`src/rtl/ltge_pkg.sv`:
```
// -----------------------------------------------------------------------------
// LCD text glyph emitter package
// Transaction types, LCD command constants and the sequencer microcode table.
// -----------------------------------------------------------------------------
package ltge_pkg;

    localparam logic [1:0] OP_LOAD  = 2'd0;
    localparam logic [1:0] OP_START = 2'd1;
    localparam logic [1:0] OP_DRAW  = 2'd2;

    localparam logic [6:0] FIRST_CHAR  = 7'd32;
    localparam int         WRAP_LIMIT  = 127;
    localparam logic [7:0] PAGE_CMD    = 8'hB0;
    localparam logic [7:0] COL_HI_CMD  = 8'h10;
    localparam logic [7:0] COL_LO_MASK = 8'h0F;

    typedef struct packed {
        logic [1:0] operation;
        logic [9:0] font_address;
        logic [7:0] font_byte;
        logic [2:0] start_page;
        logic [6:0] start_column;
        logic [6:0] character;
    } in_t;

    typedef struct packed {
        logic [7:0] out_byte;
        logic       is_data;
        logic       last;
    } out_t;

    typedef enum logic [5:0] {
        STEP_IDLE  = 6'b000001,
        STEP_WRAP  = 6'b000010,
        STEP_PAGE  = 6'b000100,
        STEP_COLHI = 6'b001000,
        STEP_COLLO = 6'b010000,
        STEP_DATA  = 6'b100000
    } step_t;

    typedef enum logic [1:0] {
        SEL_PAGE  = 2'd0,
        SEL_COLHI = 2'd1,
        SEL_COLLO = 2'd2,
        SEL_DATA  = 2'd3
    } sel_t;

    typedef enum logic [1:0] {
        JMP_ALWAYS = 2'd0,
        JMP_DRAW   = 2'd1,
        JMP_LAST   = 2'd2
    } jump_t;

    typedef struct packed {
        logic  emit;
        sel_t  sel;
        logic  wrap;
        logic  rd_base;
        logic  rd_ptr;
        jump_t jump;
        step_t target;
    } ctl_t;

    typedef struct packed {
        logic draw_go;
        logic out_free;
        logic data_last;
    } status_t;

    function automatic ctl_t microcode(step_t step);
        ctl_t w;
        unique case (step)
            STEP_IDLE:  w = '{1'b0, SEL_PAGE,  1'b0, 1'b0, 1'b0, JMP_DRAW,   STEP_WRAP};
            STEP_WRAP:  w = '{1'b0, SEL_PAGE,  1'b1, 1'b0, 1'b0, JMP_ALWAYS, STEP_PAGE};
            STEP_PAGE:  w = '{1'b1, SEL_PAGE,  1'b0, 1'b0, 1'b0, JMP_ALWAYS, STEP_COLHI};
            STEP_COLHI: w = '{1'b1, SEL_COLHI, 1'b0, 1'b0, 1'b0, JMP_ALWAYS, STEP_COLLO};
            STEP_COLLO: w = '{1'b1, SEL_COLLO, 1'b0, 1'b1, 1'b0, JMP_ALWAYS, STEP_DATA};
            STEP_DATA:  w = '{1'b1, SEL_DATA,  1'b0, 1'b0, 1'b1, JMP_LAST,   STEP_IDLE};
            default:    w = '{1'b0, SEL_PAGE,  1'b0, 1'b0, 1'b0, JMP_ALWAYS, STEP_IDLE};
        endcase
        return w;
    endfunction

endpackage

```
`src/rtl/ltge_sequencer.sv`:
```
// -----------------------------------------------------------------------------
// LCD text glyph emitter sequencer
// Step register, microcode lookup and conditional jump logic.
// -----------------------------------------------------------------------------
module ltge_sequencer
    import ltge_pkg::*;
(
    input  logic    clk,
    input  logic    rst_n,
    input  status_t status,
    output ctl_t    ctl
);

    step_t step_reg;
    step_t step_next;
    logic  advance;

    assign ctl     = microcode(step_reg);
    assign advance = !ctl.emit || status.out_free;

    always_comb
    begin
        step_next = step_reg;
        unique case (ctl.jump)
            JMP_ALWAYS:
            begin
                if (advance)
                begin
                    step_next = ctl.target;
                end
            end
            JMP_DRAW:
            begin
                if (status.draw_go)
                begin
                    step_next = ctl.target;
                end
            end
            JMP_LAST:
            begin
                if (advance && status.data_last)
                begin
                    step_next = ctl.target;
                end
            end
            default:
            begin
                step_next = STEP_IDLE;
            end
        endcase
    end

    always_ff @(posedge clk or negedge rst_n)
    begin
        if (!rst_n)
        begin
            step_reg <= STEP_IDLE;
        end
        else
        begin
            step_reg <= step_next;
        end
    end

endmodule

```
`config.mk`:
```
export PLATFORM = sky130hd
export DESIGN_NAME = ltge_sequencer
export DESIGN_NICKNAME = d
export VERILOG_FILES = /design/src/rtl/ltge_pkg.sv /design/src/rtl/ltge_sequencer.sv
export SDC_FILE = /design/constraint.sdc
export NUM_CORES = 1
export LEC_CHECK = 0
export ABC_AREA = 1
export BUFFER_PORTS_ARGS = -buffer_cell sky130_fd_sc_hd__clkbuf_2
export CAP_MARGIN = 10
export CORE_AREA = 2 2 39 41
export CTS_CLUSTER_DIAMETER = 60
export DETAILED_ROUTE_END_ITERATION = 6
export DIE_AREA = 0 0 41 43
export HOLD_SLACK_MARGIN = 0.06
export MAX_ROUTING_LAYER = met4
export PLACE_DENSITY_LB_ADDON = 0.15
export SYNTH_ARGS = -nofsm -noshare
export SYNTH_HDL_FRONTEND = slang
export SYNTH_SLANG_ARGS = --single-unit
```
`constraint.sdc`:
```
create_clock -name clk -period 1.38 [get_ports clk]
set_clock_uncertainty 0.15 [all_clocks]
set_input_delay 0.276 -clock clk [delete_from_list [all_inputs] [get_ports clk]]
set_output_delay 0.276 -clock clk [all_outputs]
set_load 0.05 [all_outputs]
```
==> out/metrics.yaml <==
cells_and_area:
  multi_input_area_um2: 338
  area.growth.synth_to_final_pct: 134
  largest_reg_flops: 6
  regArea_um2: 153
  layout.nets: 116
  fin_util_pct: 81.5
  drive_gt1_share_pct: 79.1
  antenna-diode-count: 0
  nFillCells: 89
cts:
  cts-buffers-inserted: 3
  cts_tree: "built"
  clock_latency_ns: 0.24
  clk_pin_slew_worst_paths_ns: 0.05
  cts.sinks: 6
  clock_path_buffers: 2
  htreeDepth: 1
  cts-root-buf: "clkbuf_4"
synthesis:
  synthTopCellsByCount: "15 x nand2_1, 9 x inv_1, 6 x inv_2"
  synth.area.top_cells: "dfrtp_1 26%, nand2_1 12%, buf_4 7.8%"
  ys_seq_area_share_pct: 31.4
  ys_types: 15
  yosysMostFrequentCell: "nand2_1"
  synth_edf_count: 0
  syn_area_per_cell_um2: 6.98
  ys_dominant_reg_cell: "dfrtp_1"
  synth-seq-cells: 6
  yosysWarnings: 0
  netlist_instances: 69
  synth_top_area_cell: "dfrtp_1"
  async_reset_ff_share_pct: 100
  syn-cell-area_um2: 482
  synth_top_area_share_pct: 26.0
  syn-num-nets: 74
setup_path:
  crit_arrival_ns: 1.46
  cpMostUsedCell: "nand2_4"
  crit_chain: "inv_2 -> nand2_4 -> nor2_4 -> o21ai_2 -> nand2_4 -> o21ai_4 -> buf_8"
  ff2ff_path_depth: 12
  path_max_fanout: 3
  path_class: "flip-flop to output pin"
  critPathRequiredTime_ns: 0.95
  cp-start-kind: "flip-flop"
  timing.rr.end: "step_reg[5]"
  end_kind: "output pin"
  crit_path_max_incr_delay_ns: 0.53
  cp_slowest_cell: "dfstp_2"
  rrSetupSlack_ns: -0.36
  r2r_start: "step_reg[3]"
grt:
  grt_max_degree: 8
  grt_pass1_vias: 602
  overflow: 0
  antenna_found_initial: 0
  grt_pass1_wl_um: 2470
  grt_usage_pct: 21.0
sta:
  period_share_pct: 137
  setup_ws_ns: -0.507
  period_minus_slack_ns: 1.89
  max-slew-margin-rel_pct: 87.2
  finalHoldViolCount: 0
  slew_violations: 0
  max_freq_mhz: 530
  finalSetupViolCount: 20
  rsz0062_at_grt: "true"
  hold_slack_ns: 0.248
  tightestPinTransition_ns: 0.191
hold_path:
  hold_class: "input port to asynchronous set/reset pin"
routing:
  first_pass_iters: 4
  drc: 0
  drt_iter0_drc: 4
  routed_via_density: 4.45
  wirelength_um: 1620
  vias: 561
  postRouteAntennaNets: 0
  route.detailed.wl_per_inst_um: 12.8
floorplanning:
  die_w_um: 41
  ios: 19
  die_h_um: 43
  design.core.area_um2: 1380
  die_area_um2: 1760
  num_rows: 14
  initial_core_util_pct: 34.8
placed_design:
  pre_cts_slack_ns: -0.287
  dp_hpwl_um: 874
  numPortBuffers: 18
  gp_congestion: 0.799
run_status:
  status: "finished with violations"
  violations: "negative setup slack"
job:
  drv_cap: 0
==> repair_timing <==
action | CTS | global route
resized for setup | 53 | 13
buffers inserted | 3 | 2
cloned | 0 | 0
endpoints found under the setup margin | 20 | 20
hold buffers | 1 | 0
hold endpoints to repair | 6 | 0
pin swaps | 6 | 1
==> how the worst max path moves through the flow <==
stage / from / to / slack, ns / cells after the start
2_1_floorplan: step_reg[0] / ctl[8] / -0.32 / 6
3_3_place_gp: step_reg[0] / ctl[0] / -0.27 / 7
3_5_place_dp: step_reg[0] / ctl[0] / -0.29 / 7
4_1_cts: step_reg[0] / ctl[0] / -0.47 / 7
5_1_grt: step_reg[0] / ctl[0] / -0.57 / 7
6_report: step_reg[0] / ctl[0] / -0.51 / 7
==> critical path, delay by kind of cell (launching register included) <==
family                 cells  cell delay (ns)
DFF                        1             0.53
AOI/OAI and AO/OA          2             0.27
buffers and inverters      2             0.22
and+or+nand+nor            3             0.20
==> cells by family (layout without fill, tap and decap cells) <==
| kind of cell | count (synthesis) | count (layout) | share of synthesized area (%) |
|---|---|---|---|
| simple gates | 40 | 40 | 44.4 |
| flops | 6 | 6 | 31.4 |
| compound gates | 3 | 3 | 4.67 |
| buf+inv | 20 | 61 | 19.5 |
==> layer usage <==
layer,wire length [µm],up-vias,part of all wire (%),GRT usage (%)
met3,27,2,1.7,1.05
met2,974,10,60,37.5
met5,0,-,0,-
met1,597,266,37,22.6
li1,-,283,-,-
met4,18,0,1.1,8.00
==> through the flow <==
stage	std cells	cell area, µm²	TNS, ns
finish	126	1130	-7.98
global route	126	1130	-9.40
CTS	124	1080	-7.46
detailed placement	116	741	-4.33
global placement	116	741	-4.23
floorplan	69	563	-2.33
==> final cells by class <==
| class | count | area share (%) |
|---|---|---|
| Multi-Input combinational cell | 43 | 30.0 |
| Clock buffer | 4 | 2.33 |
| Inverter | 15 | 6.77 |
| Sequential cell | 6 | 13.5 |
| Timing Repair Buffer | 42 | 45.6 |
| Tap cell | 16 | 1.78 |
==> placed cells by master (no fill, tap or decap), drive strengths merged <==
cell / instances
dfrtp: 5
nand4: 2
dlygate4sd3: 1
o21ai: 3
nand2: 23
nand3: 5
clkbuf: 17
nor2: 10
inv: 11
buf: 28
dfstp: 1
clkinvlp: 4
Power is not shown: default switching activity piles up to over one toggle a cycle in this logic, so the estimate is an artifact.
